==> src/hw/rtl/sspq_pkg.sv <==
// ----------------------------------------------------------------------------
// sspq_pkg
// Shared types, codes and parameter defaults for the sorted priority queue.
// ----------------------------------------------------------------------------
package sspq_pkg;

  localparam int unsigned CAPACITY_DEF      = 16;
  localparam int unsigned PRIORITY_BITS_DEF = 16;
  localparam int unsigned PAYLOAD_BITS_DEF  = 32;

  typedef enum logic {
    KIND_INSERT = 1'b0,
    KIND_POP    = 1'b1
  } kind_t;

  typedef enum logic [1:0] {
    ERR_NONE  = 2'd0,
    ERR_FULL  = 2'd1,
    ERR_EMPTY = 2'd2
  } err_t;

  // per-cell control from the queue controller
  typedef struct packed {
    logic do_insert;  // accepted insert, queue not full
    logic do_pop;     // accepted pop, queue not empty
    logic occupied;   // cell index below the entry count
  } cell_ctrl_t;

endpackage

==> src/hw/rtl/sspq_cell.sv <==
// ----------------------------------------------------------------------------
// sspq_cell
// One slot of the sorted chain: holds an entry, shifts right on insert
// behind the insertion point, shifts left on pop.
// ----------------------------------------------------------------------------
module sspq_cell #(
  parameter int unsigned PRIORITY_BITS = sspq_pkg::PRIORITY_BITS_DEF,
  parameter int unsigned PAYLOAD_BITS  = sspq_pkg::PAYLOAD_BITS_DEF
) (
  input  logic                            clk,
  input  sspq_pkg::cell_ctrl_t            ctrl,
  input  logic signed [PRIORITY_BITS-1:0] new_prio,
  input  logic        [PAYLOAD_BITS-1:0]  new_payload,
  input  logic                            left_take,
  input  logic signed [PRIORITY_BITS-1:0] left_prio,
  input  logic        [PAYLOAD_BITS-1:0]  left_payload,
  input  logic signed [PRIORITY_BITS-1:0] right_prio,
  input  logic        [PAYLOAD_BITS-1:0]  right_payload,
  output logic                            take,
  output logic signed [PRIORITY_BITS-1:0] prio,
  output logic        [PAYLOAD_BITS-1:0]  payload
);

  logic signed [PRIORITY_BITS-1:0] prio_r, prio_nxt;
  logic        [PAYLOAD_BITS-1:0]  payload_r, payload_nxt;

  // at or past the insertion point: empty, or holds a strictly larger priority
  assign take = !(ctrl.occupied && (prio_r <= new_prio));

  always_comb begin
    prio_nxt    = prio_r;
    payload_nxt = payload_r;
    if (ctrl.do_pop) begin
      prio_nxt    = right_prio;
      payload_nxt = right_payload;
    end else if (ctrl.do_insert && take) begin
      if (left_take) begin
        prio_nxt    = left_prio;
        payload_nxt = left_payload;
      end else begin
        prio_nxt    = new_prio;
        payload_nxt = new_payload;
      end
    end
  end

  always_ff @(posedge clk) begin
    prio_r    <= prio_nxt;
    payload_r <= payload_nxt;
  end

  assign prio    = prio_r;
  assign payload = payload_r;

endmodule

==> src/hw/rtl/stable_sorted_priority_queue_unit.sv <==
// ----------------------------------------------------------------------------
// stable_sorted_priority_queue_unit
// Bounded stable min-priority queue built as a shift-register chain of cells.
// ----------------------------------------------------------------------------
// Takes one item (insert or pop) per clock while the receiver keeps up and
// returns one result item for each, registered, in the cycle after
// acceptance. Every cell compares the new priority against its own entry in
// the same cycle, so the whole chain shifts in one step. The output register
// is refilled in the cycle it drains, so items flow back to back while the
// receiver keeps up; a result held by the receiver holds off the request
// channel until it drains.
// Equal priorities leave in arrival order. Inserts on a full queue are
// dropped with error 1, pops on an empty queue report error 2.
// Entry storage has no reset; only the count and the result valid flag are cleared.
module stable_sorted_priority_queue_unit #(
  parameter int unsigned CAPACITY      = sspq_pkg::CAPACITY_DEF,
  parameter int unsigned PRIORITY_BITS = sspq_pkg::PRIORITY_BITS_DEF,
  parameter int unsigned PAYLOAD_BITS  = sspq_pkg::PAYLOAD_BITS_DEF,
  localparam int unsigned CNT_W        = $clog2(CAPACITY + 1)
) (
  input  logic                            clk,
  input  logic                            rst_n,
  // request channel
  input  logic                            in_valid,
  output logic                            in_ready,
  input  logic                            in_kind,
  input  logic signed [PRIORITY_BITS-1:0] in_priority_req,
  input  logic        [PAYLOAD_BITS-1:0]  in_payload,
  // result channel
  output logic                            out_valid,
  input  logic                            out_ready,
  output logic                            out_popped_valid,
  output logic signed [PRIORITY_BITS-1:0] out_popped_priority,
  output logic        [PAYLOAD_BITS-1:0]  out_popped_payload,
  output logic signed [PRIORITY_BITS-1:0] out_head_priority,
  output logic        [PAYLOAD_BITS-1:0]  out_head_payload,
  output logic                            out_is_empty,
  output logic        [1:0]               out_error,
  output logic        [CNT_W-1:0]         out_occupancy
);

  // chain signals, one per cell
  logic                            take_w   [CAPACITY];
  logic signed [PRIORITY_BITS-1:0] prio_w   [CAPACITY];
  logic        [PAYLOAD_BITS-1:0]  payload_w[CAPACITY];
  sspq_pkg::cell_ctrl_t            ctrl_w   [CAPACITY];

  logic [CNT_W-1:0] count_r, count_nxt;
  logic             accept, is_full, is_pop, do_insert, do_pop;

  // result register
  logic                            out_valid_r, out_valid_nxt;
  logic                            popped_valid_r;
  logic signed [PRIORITY_BITS-1:0] popped_prio_r, popped_prio_nxt;
  logic        [PAYLOAD_BITS-1:0]  popped_payload_r, popped_payload_nxt;
  logic signed [PRIORITY_BITS-1:0] head_prio_r, head_prio_nxt;
  logic        [PAYLOAD_BITS-1:0]  head_payload_r, head_payload_nxt;
  sspq_pkg::err_t                  err_r, err_nxt;
  logic [CNT_W-1:0]                occ_r;

  // output register frees up when empty or being drained
  assign in_ready  = !out_valid_r || out_ready;
  assign accept    = in_valid && in_ready;
  assign is_full   = (count_r == CNT_W'(CAPACITY));
  assign is_pop    = (in_kind == sspq_pkg::KIND_POP);
  assign do_insert = accept && !is_pop && !is_full;
  assign do_pop    = accept && is_pop && (count_r != '0);

  // ---- cell chain ----
  for (genvar i = 0; i < CAPACITY; i++) begin : g_cell
    logic                            lt;
    logic signed [PRIORITY_BITS-1:0] lp, rp;
    logic        [PAYLOAD_BITS-1:0]  lpl, rpl;

    assign ctrl_w[i].do_insert = do_insert;
    assign ctrl_w[i].do_pop    = do_pop;
    assign ctrl_w[i].occupied  = (CNT_W'(i) < count_r);

    if (i == 0) begin : g_first
      assign lt  = 1'b0;
      assign lp  = '0;
      assign lpl = '0;
    end else begin : g_mid
      assign lt  = take_w[i-1];
      assign lp  = prio_w[i-1];
      assign lpl = payload_w[i-1];
    end

    // last cell refills from itself on pop; its slot is past the count then
    if (i == CAPACITY - 1) begin : g_last
      assign rp  = prio_w[i];
      assign rpl = payload_w[i];
    end else begin : g_inner
      assign rp  = prio_w[i+1];
      assign rpl = payload_w[i+1];
    end

    sspq_cell #(
      .PRIORITY_BITS(PRIORITY_BITS),
      .PAYLOAD_BITS (PAYLOAD_BITS)
    ) u_cell (
      .clk          (clk),
      .ctrl         (ctrl_w[i]),
      .new_prio     (in_priority_req),
      .new_payload  (in_payload),
      .left_take    (lt),
      .left_prio    (lp),
      .left_payload (lpl),
      .right_prio   (rp),
      .right_payload(rpl),
      .take         (take_w[i]),
      .prio         (prio_w[i]),
      .payload      (payload_w[i])
    );
  end

  // ---- entry count ----
  always_comb begin
    count_nxt = count_r;
    if (do_insert) begin
      count_nxt = count_r + CNT_W'(1);
    end else if (do_pop) begin
      count_nxt = count_r - CNT_W'(1);
    end
  end

  always_ff @(posedge clk) begin
    if (!rst_n) begin
      count_r <= '0;
    end else begin
      count_r <= count_nxt;
    end
  end

  // ---- result formation: head after the step ----
  always_comb begin
    popped_prio_nxt    = '0;
    popped_payload_nxt = '0;
    head_prio_nxt      = prio_w[0];
    head_payload_nxt   = payload_w[0];
    err_nxt            = sspq_pkg::ERR_NONE;
    if (is_pop) begin
      if (count_r == '0) begin
        err_nxt = sspq_pkg::ERR_EMPTY;
      end else begin
        popped_prio_nxt    = prio_w[0];
        popped_payload_nxt = payload_w[0];
        head_prio_nxt      = prio_w[1];
        head_payload_nxt   = payload_w[1];
      end
    end else if (is_full) begin
      err_nxt = sspq_pkg::ERR_FULL;
    end else if (take_w[0]) begin
      // new entry lands at the head
      head_prio_nxt    = in_priority_req;
      head_payload_nxt = in_payload;
    end
    // empty after the step: peek reads zero
    if (count_nxt == '0) begin
      head_prio_nxt    = '0;
      head_payload_nxt = '0;
    end
  end

  always_comb begin
    out_valid_nxt = out_valid_r;
    if (accept) begin
      out_valid_nxt = 1'b1;
    end else if (out_ready) begin
      out_valid_nxt = 1'b0;
    end
  end

  always_ff @(posedge clk) begin
    if (!rst_n) begin
      out_valid_r <= 1'b0;
    end else begin
      out_valid_r <= out_valid_nxt;
    end
  end

  always_ff @(posedge clk) begin
    if (accept) begin
      popped_valid_r   <= do_pop;
      popped_prio_r    <= popped_prio_nxt;
      popped_payload_r <= popped_payload_nxt;
      head_prio_r      <= head_prio_nxt;
      head_payload_r   <= head_payload_nxt;
      err_r            <= err_nxt;
      occ_r            <= count_nxt;
    end
  end

  assign out_valid           = out_valid_r;
  assign out_popped_valid    = popped_valid_r;
  assign out_popped_priority = popped_prio_r;
  assign out_popped_payload  = popped_payload_r;
  assign out_head_priority   = head_prio_r;
  assign out_head_payload    = head_payload_r;
  assign out_is_empty        = (occ_r == '0);
  assign out_error           = err_r;
  assign out_occupancy       = occ_r;

  // ---- checks ----
  a_count_bound: assert property (@(posedge clk) disable iff (!rst_n)
    count_r <= CNT_W'(CAPACITY))
    else $error("entry count above capacity");

  a_no_accept_on_stall: assert property (@(posedge clk) disable iff (!rst_n)
    (out_valid_r && !out_ready) |-> !accept)
    else $error("item accepted while result stalled");

  a_pop_ok: assert property (@(posedge clk) disable iff (!rst_n)
    (out_valid_r && popped_valid_r) |-> (err_r == sspq_pkg::ERR_NONE))
    else $error("popped item flagged with error");

  a_count_track: assert property (@(posedge clk) disable iff (!rst_n)
    accept |=> (occ_r == count_r))
    else $error("reported occupancy differs from entry count");

endmodule
==> config.mk <==
export PLATFORM = sky130hd
export DESIGN_NAME = stable_sorted_priority_queue_unit
export DESIGN_NICKNAME = d
export VERILOG_FILES = /design/src/hw/rtl/sspq_pkg.sv /design/src/hw/rtl/sspq_cell.sv /design/src/hw/rtl/stable_sorted_priority_queue_unit.sv
export SDC_FILE = /design/constraint.sdc
export NUM_CORES = 2
export LEC_CHECK = 0
export BUFFER_PORTS_ARGS = -buffer_cell sky130_fd_sc_hd__buf_2
export CORE_MARGIN = 5
export CORE_UTILIZATION = 58
export CTS_CLUSTER_SIZE = 16
export DETAILED_ROUTE_END_ITERATION = 7
export PLACE_DENSITY = 0.75
export SYNTH_ARGS = -nofsm -noshare
export SYNTH_HDL_FRONTEND = slang
export SYNTH_SLANG_ARGS = --single-unit
==> constraint.sdc <==
create_clock -name clk -period 12.8 [get_ports clk]
set_clock_uncertainty 0.2 [all_clocks]
set_input_delay 0.64 -clock clk [delete_from_list [all_inputs] [get_ports clk]]
set_output_delay 0.64 -clock clk [all_outputs]
set_load 0.005 [all_outputs]
==> PnR_summary.wiki <==
{| class="wikitable"
! Metric !! Value
|-
| Result of the run || finished clean
|-
| Overall global routing resource usage || 33.6%
|-
| Netlist cell types || 75
|-
| F_max || between 150 and 200 MHz
|-
| Total of cells resized after clock tree synthesis || 0
|-
| Power density cells || 160 nW/um^2
|-
| Count of vias placed by the detailed router || 46,900
|-
| Max-cap viol count || 0
|-
| Post-DRT Antenna Nets || 0
|-
| Total overflow reported by the global router || 0
|-
| Wire length of the first global-routing pass || ~270,000 um
|-
| Startpoint types || flop
|-
| Area contributors post-synth || sky130_fd_sc_hd__edfxtp_1 48%, sky130_fd_sc_hd__nand2_1 7.1%, sky130_fd_sc_hd__ha_1 5.9%, sky130_fd_sc_hd__mux2i_1 4.7%, sky130_fd_sc_hd__o21ai_0 4.5%
|-
| Signal arrival time at the worst endpoint || 5600 ps
|-
| Master of the slowest instance on the critical path || sky130_fd_sc_hd__buf_4
|-
| Number of hold buffers added after CTS || 1
|-
| Worst hold endpoint || out_valid$_SDFFE_PN0P_
|-
| Die ar. || about 100,000 sq um
|-
| Synth top area share || 47.9%
|-
| Effective utilization at floorplan || between 50 and 60%
|-
| Number of CTS-inserted buffers || 97
|-
| Reg clk slew, reported paths || around 60 ps
|-
| Pin count of the biggest net entering global routing || roughly 250
|-
| Count of filler cells inserted in the layout || between 7,000 and 8,000
|-
| Die boundary width || ~320 um
|-
| Sequential cell area fraction in the yosys report || 48.1%
|-
| Minimum clock period after layout || 5420 ps
|-
| Number of endpoints failing setup at the final stage || 0
|-
| Cell leakage power || approximately 0.022 uW
|-
| Site Rows || between 100 and 150
|-
| Share of final-layout standard cells stronger than drive strength 1 || between 10% and 20%
|-
| Setup repair bufs after CTS || 0
|-
| Via count of the first global-routing pass || 45,800
|-
| Final Hold Vio Count || 0
|-
| Final weighted congestion of routability-driven global placement || slightly above 0.9
|-
| Initial DRC count || roughly 6,300
|-
| Final count of pins violating max slew || 0
|-
| Maximum vdd ir drop || approximately 0.11 mV
|-
| Hold crit path type || in -> reg
|-
| Series of cell instances along the critical path || inv_1, ha_1, nor4b_4, or3_4, buf_12, buf_4, buf_4, o21ai_4, buf_4
|-
| Critical path required time || around 13,000 ps
|-
| Number of enable flip-flop cells after synthesis || slightly below 900
|-
| #FFs+latches synth || between 800 and 900
|-
| Mapped Nets || 5,838
|-
| Hold path start || in_valid
|-
| Root buffer selected by CTS || sky130_fd_sc_hd__clkbuf_16
|-
| Number of iterations in the first detailed-routing pass || 6
|-
| Via/cell ratio || 7.01
|-
| Clk sink count || about 880
|-
| Top_reg_cell synth || sky130_fd_sc_hd__edfxtp_1
|-
| Worst slack on hold paths || around 70 ps
|-
| Worst setup slack for register-to-register paths || ~7400 ps
|-
| Port buffer count || 159
|-
| Worst skew pair latency || 690 ps
|-
| Core Footprint || between 90,000 and 100,000 sq um
|-
| Ranking of synthesized cells by instance count || 1,037 x sky130_fd_sc_hd__nand2_1, 872 x sky130_fd_sc_hd__edfxtp_1, 488 x sky130_fd_sc_hd__o21ai_0
|-
| Top fanout value on the critical path || approximately 120
|-
| Average wire per cell in the routed design || 26.1 um
|-
| R2r worst-path depth || 9
|-
| P&R area growth vs syn || 8.11%
|-
| Met1 wire length || approximately 67,000 um
|-
| Number of placed instances, taps included || ~6,500
|-
| Transition at the pin with the smallest max-transition slack || ~1200 ps
|-
| WS Path Type || reg -> reg
|-
| Layout Cells excl Fill || 6,687
|-
| Worst-case clock buffer depth || 3
|-
| FFs w/ async S/R, synth || 0%
|-
| Number of buffers and inverters on the critical path || 5
|-
| Routed length on met2 || between 80,000 and 90,000 um
|-
| Top sig layer || met5
|-
| Mean instance size in the synthesized netlist || around 9.9 sq um
|-
| Cell occurring most often along the worst timing path || sky130_fd_sc_hd__buf_4
|-
| Final core occ || a little over three fifths
|-
| Headroom to the max-slew limit || between 20% and 30%
|-
| Startpoint of the most critical register-to-register path || count_r[1]$_SDFF_PN0_
|-
| CTS H-Tree Depth || 3
|-
| Warnings, synthesis || 0
|-
| R2r endpoint || g_cell[5].u_cell.payload[19]$_DFFE_PP_
|-
| TritonCTS clock tree || done
|-
| Element type at the critical path end || flop
|-
| Met3 wire length || 17,700 um
|-
| Chip height || approximately 320 um
|-
| Number of I/O pins || 160
|-
| Most used standard cell by instance count after synthesis || sky130_fd_sc_hd__nand2_1
|-
| Worst hold stages || 3
|-
| Highest cell delay on the worst timing path || ~820 ps
|-
| Number of antenna violations at the first check in global routing || 3
|-
| Critical path depth in cells || 9
|-
| Half-perimeter wire length after placement || roughly 110,000 um
|-
| Number of cells produced by synthesis || about 5,500
|-
| Post-route DRC violation count || 0
|-
| Final period util || a little over two fifths
|-
| Cell class contributing the biggest share of worst-path delay || buffers and inverters
|-
| Final WL || between 150,000 and 200,000 um
|-
| Setup TNS || 0 ps
|-
| Cell taking the most area after synthesis || sky130_fd_sc_hd__edfxtp_1
|-
| Unrepaired setup endpoints after global routing || false
|-
| Post-synth design cell area || about 55,000 sq um
|-
| Fin nets || 5,653
|}
==> where the power goes <==
part           switching [uW]  leakage (uW)  total [uW]  internal [uW]
registers                 347       0.00834        4150           3800
logic                    1560        0.0117        2460            900
clock network            1250       0.00155        2850           1610
==> placed cells by master, fill, tap and decap left out, drive strengths merged, types with 96 or more instances in the layout <==
cell type	synthesis	routed
nand2	1037	1037
edfxtp	872	872
o21ai	500	500
nor2	298	298
buf	144	260
ha	259	259
mux2i	256	256
o211ai	183	183
a31oi	145	145
clkbuf	401	120
a22oi	116	116
mux2	115	115
nand3	104	104
o221a	96	96
==> through the flow <==
stage	instance area, sq um	total power (uW)	worst slack, ps
floorplan	54700	5790	2090
global placement	55900	6490	7640
detailed placement	55900	6580	7560
CTS	59100	9410	7590
global route	59100	9830	7230
finish	59100	9460	7380
==> cell type report <==
type | count | area, sq um | area share, %
flip-flops and latches | 878 | 26300 | 44.5
clock inverters | 63 | 619 | 1.05
diodes | 8 | 20.0 | 0.0339
clock buffers | 120 | 2550 | 4.32
well taps | 1254 | 1570 | 2.65
inverters | 55 | 214 | 0.362
multi-input cells | 4048 | 26200 | 44.4
repair buffers | 261 | 1600 | 2.71
==> kinds of logic after synthesis <==
| family | Yosys count | share of synthesized area [%] |
|---|---|---|
| DFF | 878 | 48.1 |
| and+or+nand+nor | 1915 | 15.7 |
| xor gates and xnor gates | 2 | 0.0320 |
| adders and majority gates | 259 | 5.93 |
| buffers and inverters | 600 | 4.61 |
| muxes | 371 | 7.05 |
| AOI/OAI and AO/OA | 1501 | 18.6 |
==> layer usage <==
metal | GRT usage (%) | vias to the layer above
li1 | - | 20500
met1 | 44.7 | 22800
met2 | 54.6 | 3069
met3 | 5.51 | 596
met4 | 15.0 | 2
met5 | 0 | -
==> worst min-delay path: stages <==
cell and delay, ps:
sky130_fd_sc_hd__buf_2 120, sky130_fd_sc_hd__nor2_1 50, sky130_fd_sc_hd__nor2_1 90
==> worst max-delay path by stage <==
stage	slack [ps]	to	from
floorplan	2090	g_cell[13].u_cell.payload[0]$_DFFE_PP_	out_ready
CTS	7590	g_cell[5].u_cell.payload[19]$_DFFE_PP_	count_r[1]$_SDFF_PN0_
detailed placement	7560	g_cell[5].u_cell.payload[18]$_DFFE_PP_	out_ready
global route	7230	g_cell[5].u_cell.payload[18]$_DFFE_PP_	count_r[1]$_SDFF_PN0_
global placement	7640	g_cell[5].u_cell.payload[18]$_DFFE_PP_	out_ready
finish	7380	g_cell[5].u_cell.payload[19]$_DFFE_PP_	count_r[1]$_SDFF_PN0_
==> flip-flops by register name (all words and copies together) (netlist names) <==
| signal | cells |
|---|---|
| out_popped_valid | 1 |
| out_head_payload | 32 |
| out_head_priority | 16 |
| g_cell.u_cell.payload | 512 |
| out_popped_priority | 16 |
| g_cell.u_cell.prio | 256 |
| out_popped_payload | 32 |
| out_occupancy | 5 |
| out_error | 2 |
| out_valid | 1 |
| count_r | 5 |
Note: power is estimated with default switching activity, not from simulation.
